### src/rtl/bcpm_pkg.sv
// ----------------------------------------------------------------------------
// bcpm_pkg
// Shared types and field widths of the balanced column partition mapper.
// ----------------------------------------------------------------------------
package bcpm_pkg;

    localparam int SCORE_W = 24;
    localparam int COL_W   = 6;
    localparam int PC_W    = 5;
    localparam int SUM_W   = 31;
    localparam int SIZE_W  = 7;

    typedef struct packed {
        logic load;
        logic drain;
    } cell_ctl_t;

endpackage

### src/rtl/bcpm_cell.sv
// ----------------------------------------------------------------------------
// bcpm_cell
// One sort cell: holds a (score, column) pair, inserts in descending order
// and shifts toward the head when the chain is drained.
// ----------------------------------------------------------------------------
module bcpm_cell
    import bcpm_pkg::*;
(
    input  logic               clk,
    input  logic               rst_n,
    input  cell_ctl_t          ctl,
    input  logic [SCORE_W-1:0] new_score,
    input  logic [COL_W-1:0]   new_col,
    input  logic               prev_beats,
    input  logic [SCORE_W-1:0] prev_score,
    input  logic [COL_W-1:0]   prev_col,
    input  logic               prev_valid,
    input  logic [SCORE_W-1:0] next_score,
    input  logic [COL_W-1:0]   next_col,
    input  logic               next_valid,
    output logic               beats,
    output logic [SCORE_W-1:0] score,
    output logic [COL_W-1:0]   col,
    output logic               valid
);

    logic [SCORE_W-1:0] score_reg;
    logic [COL_W-1:0]   col_reg;
    logic               valid_reg;

    assign beats = !valid_reg || (new_score > score_reg) ||
                   ((new_score == score_reg) && (new_col > col_reg));
    assign score = score_reg;
    assign col   = col_reg;
    assign valid = valid_reg;

    always_ff @(posedge clk or negedge rst_n)
    begin
        if (!rst_n)
        begin
            valid_reg <= 1'b0;
        end
        else if (ctl.drain)
        begin
            valid_reg <= next_valid;
        end
        else if (ctl.load && beats)
        begin
            valid_reg <= prev_beats ? prev_valid : 1'b1;
        end
    end

    always_ff @(posedge clk)
    begin
        if (ctl.drain)
        begin
            score_reg <= next_score;
            col_reg   <= next_col;
        end
        else if (ctl.load && beats)
        begin
            score_reg <= prev_beats ? prev_score : new_score;
            col_reg   <= prev_beats ? prev_col : new_col;
        end
    end

endmodule

### config.mk
export PLATFORM = sky130hd
export DESIGN_NAME = bcpm_cell
export DESIGN_NICKNAME = d
export VERILOG_FILES = /design/src/rtl/bcpm_pkg.sv /design/src/rtl/bcpm_cell.sv
export SDC_FILE = /design/constraint.sdc
export NUM_CORES = 1
export LEC_CHECK = 0
export ABC_AREA = 1
export BUFFER_PORTS_ARGS = -buffer_cell sky130_fd_sc_hd__clkbuf_2
export CORE_MARGIN = 4
export CORE_UTILIZATION = 25
export CTS_BUF_LIST = sky130_fd_sc_hd__clkbuf_16
export DETAILED_ROUTE_END_ITERATION = 7
export SYNTH_ARGS = -nofsm -noshare
export SYNTH_HDL_FRONTEND = slang
export SYNTH_SLANG_ARGS = --single-unit
### constraint.sdc
create_clock -name clk -period 3.3 [get_ports clk]
set_clock_uncertainty 0.05 [all_clocks]
set_input_delay 0.33 -clock clk [delete_from_list [all_inputs] [get_ports clk]]
set_output_delay 0.33 -clock clk [all_outputs]
set_load 0.01 [all_outputs]
* After elaboration in Yosys (flattened, before gate mapping)
Index checks and enable logic that the tools add are counted.
** Word-level totals
- Output and inout port bits :: 32
- Input bits :: 97
- Flip-flop bits (word level) :: 31
- Logic and storage cells :: 21
** Cells by class
- Reductions and logical operators :: 6
- Eq/ne operators :: 1
- Muxes and demuxes :: 9
- Magnitude comparators :: 2
** Operators by type and width (number)
- $mux 24 :: 3
- $eq 24x24->1 :: 1
- $gt 24x24->1 :: 1
- $mux 6 :: 3
- $gt 6x6->1 :: 1
- $mux 1 :: 3
- $logic_and 1x1->1 :: 2
- $logic_or 1x1->1 :: 2
- $reduce_bool 2->1 :: 1
- $logic_not 1->1 :: 1

* Longest topological paths before layout
Gate-level depths: netlist (run 1).
- Depth in word-level cells :: 6
- Gate-level depth with buffers :: 17
- Mapped depth without buffers :: 17

* Worst setup path after synthesis (run 1)
Ideal clock, no wire load.
- Kind :: register to register
- From :: register score_reg[23], in the netlist score[23]
- To :: register col_reg[0], in the netlist col[0], enable pin
- Arrival :: 1864 ps
- Clock period less this slack :: 2288 ps
- Stages on the path, launching flop included :: 12
- Setup time :: 374 ps
- Data required time :: 2876 ps
- Path buffers :: 0
- Setup slack :: 1012 ps
- Cells stage by stage :: edfxtp_1 inv_1 ha_1 nand2_1 nor2_2 nand2_2 nor2_2 nand3_2 o21a_1 nand2_2 nand2_2 nand2_2
** Between the ends
- Cells in the longest elaborated chain, start to end :: 5
- Elaborated cells on any way between the ends :: 7
- Those cells by class :: 1 x order compare; 1 x eq/ne; 5 x reduce/logical
** Ends and longest elaborated chain
- start, declared :: RTL line bcpm_cell.sv:27 : logic [SCORE_W-1:0] score_reg;
- start signal, assigned :: RTL line bcpm_cell.sv:57 : score_reg <= next_score;
- start signal, assigned :: RTL line bcpm_cell.sv:62 : score_reg <= prev_beats ? prev_score : new_score;
- $gt 24x24->1 / $eq 24x24->1 (equally long branches) :: RTL line bcpm_cell.sv:31, bcpm_cell.sv:32
- $logic_or 1x1->1 / $logic_and 1x1->1 (equally long branches) :: RTL line bcpm_cell.sv:31, bcpm_cell.sv:32
- $logic_or 1x1->1 (*) :: RTL line bcpm_cell.sv:31 : assign beats = !valid_reg || (new_score > score_reg) ||
- net beats :: RTL line bcpm_cell.sv:21 : output logic beats,
- $logic_and 1x1->1 (*) :: RTL line bcpm_cell.sv:60 : else if (ctl.load && beats)
- $reduce_bool 2->1 (no source line) (*)
- end signal, assigned :: RTL line bcpm_cell.sv:58 : col_reg <= next_col;
- end signal, assigned :: RTL line bcpm_cell.sv:63 : col_reg <= prev_beats ? prev_col : new_col;
- end, declared :: RTL line bcpm_cell.sv:28 : logic [COL_W-1:0] col_reg;
The timed path passes the listed nets; every way through them passes the cells marked *.
A chain may end at the register's enable or synchronous reset.

* Final worst setup path (run 1)
- From :: register score_reg[11], in the netlist score[11]
- To :: register score_reg[8], in the netlist score[8], enable pin
** Between the ends
- Cells in the longest elaborated chain, start to end :: 5
- Elaborated cells on any way between the ends :: 7
- Those cells by class :: 1 x order compare; 1 x eq/ne; 5 x reduce/logical
** Ends and longest elaborated chain (RTL line)
- $gt 24x24->1 / $eq 24x24->1 (equally long branches) :: bcpm_cell.sv:31, bcpm_cell.sv:32
- $logic_or 1x1->1 / $logic_and 1x1->1 (equally long branches) :: bcpm_cell.sv:31, bcpm_cell.sv:32
- $logic_or 1x1->1 (*) :: bcpm_cell.sv:31
- $logic_and 1x1->1 (*) :: bcpm_cell.sv:60
- $reduce_bool 2->1 (no source line) (*)
Every way passes the cells marked *; elsewhere a longest branch is shown, timed or not.

==> impl.org, run 1 <==
** Worst setup path
- Of all nets on the critical path, the largest fanout is 16.
- Largest delay share family, worst path :: simple AND/OR/NAND/NOR gates
- Slowest stage cell on the critical path :: edfxtp_1
- Worst path bufs/invs :: 2
- In this run the critical register-to-register path is launched from score[11].
- Top cell by count, worst path :: nand2_2
- The critical path is of the reg -> reg type.
- End of the worst register-to-register path :: score[8]
- STA classifies the critical path startpoint as a register.
- Critical path data arrival time :: ~2.4 ns
- Crit. path cell count :: 12
- Termination of the worst setup path :: score[8]
- For the worst setup path, the data required time is ~3.2 ns.
- For this run, the slowest stage of the critical path takes about 0.36 ns.
- Crit path from :: score[11]
- The worst register-to-register path has a depth of 12.
- CP Capture Type :: register
- Reg-to-reg slack, setup :: slightly above 0.8 ns
- The signal on the critical path passes through inv_1 -> ha_1 -> nand2_1 -> nor2_1 -> nand2_1 -> nor2_2 -> nand3_2 -> o21a_1 -> nand2_2 -> nand2_2 -> nand2_2 -> buf_12.

** Clock tree
- For the worst-skew pair, the clock arrives at the later sink with an insertion delay of about 0.27 ns.
- Maximum buffer depth of the clock tree :: 2
- Once the clock tree was built, the resizer swapped 0 gates to a different size.
- The cell sitting at the root of the clock tree is a clkbuf_16.
- In this run the number of H-tree levels came out at 2.
- Clock tree synthesis found a total of 31 sinks.
- TritonCTS buffer count :: 5
- After clock tree synthesis, the clock-pin slew on the worst setup and hold paths is about 0.060 ns.
- TritonCTS clock tree :: built

** Power and ir drop
- Maximum ir drop on the vdd rail :: about 0.00019 V
- Of the total power, the clock network draws 0.333.
- The share of total power dissipated in combinational logic is 0.280.
- In this run the static leakage power is 1.79 nW.
- Of the total power, the share spent switching nets is 0.304.
- Sequential share of power :: 0.388
- Internal power :: ~0.00092 W
- In this run the power spent charging and discharging nets is ~0.0004 W.
- Design Power :: between 0.001 and 0.0015 W
- For this design the ratio of total power to cell area is between 300 and 400 nW/um^2.

** Route
- For this block, the initial DRC count from the detailed router was ~70.
- Final ANT Viol Nets :: 0
- Using the TritonRoute via totals, the vias-per-cell ratio works out to about 4.4.
- Wire length per cell after detailed routing :: about 13 um
- Number of detailed-routing iterations run before antenna repair :: 4
- For this run, design rule violations remaining after detail routing come to 0.
- The detailed router placed roughly 2500 vias in this run.
- Final wirelength :: between 7 and 8 mm

** Synthesis
- Most common cell in the netlist :: nand2_1
- Part of the Yosys area used for sequential elements :: 0.385
- Synth Warn # :: 0
- In this run the cell area of the synthesized design comes to about 2400 um^2.
- After synthesis the netlist holds a flip-flop and latch count of 31.
- In the synthesized netlist, the cells that appear most often are nand2_1 (71), a21oi_1 (69), inv_1 (41).
- The cell count after synthesis came out at approximately 320.
- Of all cell types, the one taking the most synthesized area is edfxtp_1.
- For this run, the leading register cell type out of synthesis is edfxtp_1.
- Averaged over all synthesized cells, the footprint is between 7 and 8 um^2.
- Post-synth top area share :: 0.374
- Synthesis produced a netlist with a net count of between 400 and 500.
- The synthesized design contains 30 enable-type register cells.
- Counting distinct cell types in the post-synthesis netlist gives 18.
- FFs w/ async S/R, synth :: 0.0323
- After synthesis, the cell types taking the most area are edfxtp_1 (37%), ha_1 (16%), a21oi_1 (14%).

** STA
- Slew Limit Headroom :: 0.492
- Setup violations remaining at the end of the flow were counted as 0.
- Total count of hold-check failures in the final report :: 0
- Across all hold checks on the routed design, the worst slack comes to approximately 0.31 ns.
- In the final timing run, aggregate negative setup slack is 0 ns.
- Timing would allow up to ~400 MHz.
- The clock period could shrink to around 2.5 ns.
- Setup repair after global routing missed its margin :: false
- Least-Margin Pin Slew :: approximately 0.76 ns
- Final count of pins violating max slew :: 0
- Of the available clock period, the critical path in the final layout requires 0.751.

** Die
- For this configuration, the core starts out at a cell density of 0.259.
- Die H :: roughly 110 um
- Width of the die :: between 100 and 150 um
- IO Count :: between 100 and 150
- The floorplan step defined a core boundary enclosing between 9000 and 10000 um^2.
- Die outline area :: 11300 um^2
- Row generation in the floorplan step produced 35 rows.

** Placement
- After legalization and detailed placement, the total HPWL measured ~5.8 mm.
- In this run the tool buffered the top-level ports with around 130 buffer cells.
- Final weighted congestion in routability-driven placement :: between 0.8 and 0.9
- Cell area after placement :: 3190 um^2
- In this run, placement finished with an instance count of roughly 560.

** Global routing
- Number of antenna violations at the first check in global routing :: 0
- First-pass GRT wire length :: 11.5 mm
- Overall Global Routing Usage :: 0.127
- Pin count of the biggest net entering global routing :: 33
- Number of global-route vias before repair :: roughly 2500
- After global routing the overflow that remains totals 0.

** Job
- The tool flagged a number of max-cap violations equal to 0.

** Layout
- Number of antenna repair diodes :: 0
- After the last flow step, the layout net total stands at between 500 and 600.
- Max reg flops :: 24
- In the final layout, the share of cells above drive strength 1 is 0.342.
- After routing the design area is approximately 3300 um^2.
- Non-Filler Instances :: 573
- Relative to the synthesized area, the layout overhead comes to 38.8%.

** Min path
- In this run the worst hold path is classified as in -> async.

** Status
- Outcome :: finished clean
power groups by stage:
| stage | logic (W) | clock network [W] | registers, W |
|---|---|---|---|
| global placement | 0.000369 | 0 | 0.000520 |
| floorplan | 0.000190 | 0 | 0.000537 |
| detailed placement | 0.000377 | 0 | 0.000522 |
| finish | 0.000370 | 0.000440 | 0.000513 |
| global route | 0.000429 | 0.000476 | 0.000519 |
| CTS | 0.000380 | 0.000455 | 0.000514 |
through the flow:
stage / worst slack [ns] / util
after floorplan: 1.01 / -
after global placement: 0.840 / 0.344
after detailed placement: 0.790 / 0.344
after CTS: 0.811 / 0.360
after global routing: 0.637 / 0.360
final: 0.820 / 0.360
worst min path at each step:
| stage | start | endpoint | slack, ns | cells past startpoint |
|---|---|---|---|---|
| 2_1_floorplan | rst_n | valid | -0.02 | 0 |
| 3_3_place_gp | rst_n | valid | 0.06 | 1 |
| 3_5_place_dp | rst_n | valid | 0.06 | 1 |
| 4_1_cts | ctl[1] | valid | 0.31 | 4 |
| 5_1_grt | rst_n | valid | 0.31 | 2 |
| 6_report | rst_n | valid | 0.31 | 2 |
area by class of cell:
class                           count  area (um^2)
Clock buffer                        5          125
Clock inverter                      3         15.0
Fill cell                        1016         5940
Inverter                           44          165
Multi-Input combinational cell    230         1270
Sequential cell                    31          926
Tap cell                          129          161
Timing Repair Buffer              131          678
repair_timing:
action | in CTS | in global routing
endpoints found under the hold margin | 1 | 0
buffers inserted | 0 | 0
hold buffers | 1 | 0
layout by cell type, fill, tap and decap left out:
master / Yosys / final
a21o_1: 2 / 2
a21oi_1: 69 / 69
buf_12: 0 / 1
buf_4: 0 / 1
clkbuf_16: 0 / 5
clkbuf_2: 0 / 128
clkinv_2: 0 / 3
dfrtp_1: 1 / 1
dlygate4sd3_1: 0 / 1
edfxtp_1: 30 / 30
ha_1: 30 / 30
inv_1: 41 / 41
inv_2: 3 / 3
nand2_1: 71 / 71
nand2_2: 4 / 4
nand3_1: 6 / 6
nand3_2: 1 / 1
nor2_1: 36 / 36
nor2_2: 6 / 6
o21a_1: 1 / 1
o21ai_0: 2 / 2
o21ai_1: 1 / 1
o21bai_1: 1 / 1
worst reg2reg max path: stages, from the launching register on:
cell      delay, ns
edfxtp_1       0.36
inv_1          0.05
ha_1           0.28
nand2_1        0.07
nor2_1         0.20
nand2_1        0.10
nor2_2         0.12
nand3_2        0.07
o21a_1         0.20
nand2_2        0.08
nand2_2        0.06
nand2_2        0.33
buf_12         0.22
metal layers:
metal / track usage / up-vias / part of all wire
met4: 0.0287 / 0 / 0.0096
met5: 0 / - / 0
met1: 0.158 / 1116 / 0.43
li1: - / 1292 / -
met2: 0.223 / 89 / 0.50
met3: 0.0298 / 7 / 0.061
kinds of logic (layout without fill, tap and decap cells):
logic type	Yosys count	count (layout)	synth area share
DFF	31	31	0.385
AOI/OAI and AO/OA	76	76	0.162
buffers and inverters	56	183	0.0874
adders and majority gates	30	30	0.156
and+or+nand+nor	124	124	0.210
Note: power is estimated with default switching activity, not from simulation.
==> run 2, diff against run 1 <==
==> constraint.sdc (replaced) <==
create_clock -name clk -period 2.1 [get_ports clk]
set_clock_uncertainty 0.05 [all_clocks]
set_input_delay 0.21 -clock clk [delete_from_list [all_inputs] [get_ports clk]]
set_output_delay 0.21 -clock clk [all_outputs]
set_load 0.01 [all_outputs]
==> run 2 against run 1 <==
- the run now ends with negative setup slack left
- critical path depth fell by 1
- non-clock buffer count rose by 24
- critical endpoint is now beats
- largest cell class unchanged
- die area stayed put
- first-iteration DRC count fell by 2.8%
- wire length up 4.8%
- final cell count rose by 4.4%
==> impl.org, run 2 (same netlist as run 1, synthesis figures left out) <==
** Status
- Outcome :: complete, but fails checks (was finished clean)
- Violated checks :: negative setup slack

** Route
- The total length of routed wires was 7.61 mm (was 7.26 mm).
- Final ANT Viol Nets :: 0 (unchanged)
- Residual DRC :: 0 (unchanged)
- The detailed-routing iteration count for the pre-antenna-repair pass is 4 (unchanged).
- Wire length per cell after detailed routing :: 12.7 um (about the same)
- The DRC violation total after the first TritonRoute iteration is 70 (was 72).
- The number of vias in the routed layout came to 2561 (was 2504).
- The via-per-instance ratio was 4.28 (was 4.37).

** STA
- Timing would allow up to between 400 and 500 MHz.
- The number of endpoints failing setup at the final stage came to 1 (was 0).
- Setup repair after global routing missed its margin: true (was false).
- The worst hold slack after final layout is 0.189 ns (was 0.312 ns).
- Post-route fraction of the period consumed by the critical path :: 1.00
- Worst-case setup margin in the final layout :: -0.00925 ns (was 0.820 ns)
- The number of pins exceeding their max-slew limit in the final report was 0 (unchanged).
- The number of hold violations in the final report is 0 (unchanged).
- The normalized max-slew margin is 0.646 (was 0.492).
- The slew at the pin closest to its max-slew limit is 0.530 ns (was 0.762 ns).
- Final period demand of the worst path :: between 2 and 2.5 ns

** Worst setup path
- Cell-by-cell trace of the critical path: inv_2 -> ha_4 -> nand2_2 -> nor2_4 -> nand2_2 -> nor2_4 -> nand3_2 -> o21a_1 -> nand2_2 -> buf_6 -> buf_8 (was inv_1 -> ha_1 -> nand2_1 -> nor2_1 -> nand2_1 -> nor2_2 -> nand3_2 -> o21a_1 -> nand2_2 -> nand2_2 -> nand2_2 -> buf_12).
- The data arrival time at the worst-slack endpoint was 1.85 ns (was 2.41 ns).
- Worst path required time :: 1.84 ns (was 3.23 ns)
- The dominant cell type by count on the critical path is nand2_2 (unchanged).
- The delay of the slowest cell on the worst path was 0.36 ns (about the same).
- Kind of start point of the critical path :: register (unchanged)
- Highest fanout seen on the critical path :: 2 (was 16)
- The kind of critical path is reg -> out (was reg -> reg).
- The cell at the slowest stage of the critical path was edfxtp_1 (unchanged).
- The critical path endpoint category was a primary output (was register).

** Layout
- The flip-flop count of the largest register after layout was 24 (unchanged).
- The synthesis-to-finish area growth was 57.0% (was 38.8%).
- The utilization of the core after routing came to 0.407 (was 0.360).
- The final standard cell count with taps included and fillers excluded is 598 (was 573).
- Most used cells in the layout excluding fill and tap cells :: clkbuf_2 (127), a21oi_1 (67), nand2_1 (61), inv_1 (35), nor2_1 (33) (was clkbuf_2 (128), nand2_1 (71), a21oi_1 (69), inv_1 (41), nor2_1 (36))
- The number of antenna diodes is 0 (unchanged).
- The most common cell after layout, fill and taps aside is clkbuf_2 (unchanged).
- Final instance area :: 3780 um^2 (was 3340 um^2)
- Share of layout cells above drive strength 1 :: 0.446 (was 0.342)
- Final net count :: 595 (was 570)

** Clock tree
- Maximum buffer depth of the clock tree :: 2 (unchanged)
- The library cell used as clock root buffer was clkbuf_16 (unchanged).
- Later-pin clock latency in the skew report :: 0.27 ns (about the same)
- Clk sink count :: 31 (unchanged)
- TritonCTS buffer count :: 5 (unchanged)
- The clock tree from TritonCTS was built (unchanged).
- Clock-pin slew on the worst setup and hold paths :: 0.05 ns (was 0.06 ns)
- The count of H-tree levels built during CTS is 2 (unchanged).

** Global routing
- The pin count of the biggest net entering global routing came to 32 (was 33).
- Number of antenna violations at the first check in global routing :: 0 (unchanged)
- First-pass GRT wire length :: 11.5 mm (about the same)
- Number of global-route vias before repair :: 2491 (was 2528)
- The global router's overall resource usage is 0.128 (was 0.127).
- Global route total overflow :: 0 (unchanged)

** Min path
- The type of the most critical hold path was in -> reg (was in -> async).

** Die
- The chip width was 106 um (unchanged).
- Starting density of the core :: 0.259 (unchanged)
- Die outline area :: 11300 um^2 (unchanged)
- The core footprint was 9280 um^2 (unchanged).
- Die H :: 106 um (unchanged)
- The boundary pin count is 129 (unchanged).
- The standard-cell row count is 35 (unchanged).

** Power and ir drop
- Leakage dissipation :: 1.94 nW (was 1.79 nW)
- Design Power :: 0.00225 W (was 0.00132 W)
- The areal power density over the cells was 596 nW/um^2 (was 396 nW/um^2).
- Maximum ir drop on the vdd rail :: 0.000280 V (was 0.000189 V)

** Placement
- The routability-driven placement congestion ratio is 0.726 (was 0.816).
- The HPWL after detailed placement came to 5.78 mm (was 5.80 mm).
- Number of buffers inserted by port buffering :: 128 (unchanged)
- Cell area after placement :: 3260 um^2 (was 3190 um^2)
- Number of instances in the placed design :: 573 (was 564)

** Job
- The max-capacitance violation count is 0 (unchanged).
[run 2: cell types whose count changed in the layout (fill, tap and decap cells not counted), sizes merged]
cell / previous run / this run
nand2: 75 / 76
inv: 44 / 47
clkinv: 3 / 0
clkbuf: 133 / 132
buf: 2 / 27
[run 2: layout make-up]
cell class | count | area [um^2]
Clock buffer | 5 | 125
Clock inverter | 3 | 11.3
Fill cell | 1002 | 5510
Inverter | 44 | 165
Multi-Input combinational cell | 231 | 1530
Sequential cell | 31 | 926
Tap cell | 129 | 161
Timing Repair Buffer | 155 | 863
[run 2: worst paths after layout]
| path | depth (start not counted) | from | end | slack [ns] |
|---|---|---|---|---|
| min in group asynchronous | 2 | rst_n | valid | 0.20 |
| worst min-delay path | 5 | next_valid | valid | 0.19 |
| worst max-delay path | 11 | score[11] | beats | -0.009 |
| max in group asynchronous | 2 | rst_n | valid | 1.72 |
| worst min register to register | 2 | valid | valid | 0.58 |
| worst max register to register | 11 | score[11] | score[2] | 0.01 |
[run 2: layer usage]
metal	global-route usage	wire [um]	vias to the layer above
li1	-	-	1353
met1	0.160	3470	1126
met2	0.223	3630	77
met3	0.0316	452	5
met4	0.0259	53	0
met5	0	0	-
[run 2: repair_timing]
item / 4_1_cts / 5_1_grt
buffers inserted: 10 / 5
gates resized for setup: 25 / 24
hold buffers: 1 / 0
pin swaps: 18 / 16
gates cloned: 1 / 0
endpoints found under the hold margin: 1 / 0
setup endpoints to repair: 31 / 32
[run 2: power breakdown]
part | internal, W | switching [W] | leakage, nW
clock network | 0.000425 | 0.000246 | 0.0776
logic | 0.000365 | 0.000413 | 1.55
registers | 0.000767 | 0.0000371 | 0.311
total | 0.00156 | 0.000696 | 1.94
[run 2: through the flow]
stage	setup TNS (ns)	setup WS [ns]
6_report	-0.00925	-0.00925
3_5_place_dp	-2.00	-0.0683
4_1_cts	-0.0327	-0.0327
5_1_grt	-3.00	-0.105
3_3_place_gp	-0.463	-0.0172
2_1_floorplan	0	0.0575
[run 2: critical path: cells and delay by family, from the launching register on]
kind            cells  cell delay (ns)
simple gates        6             0.51
compound gates      1             0.19
buf+inv             3             0.24
fa+ha+maj           1             0.26
flops               1             0.36
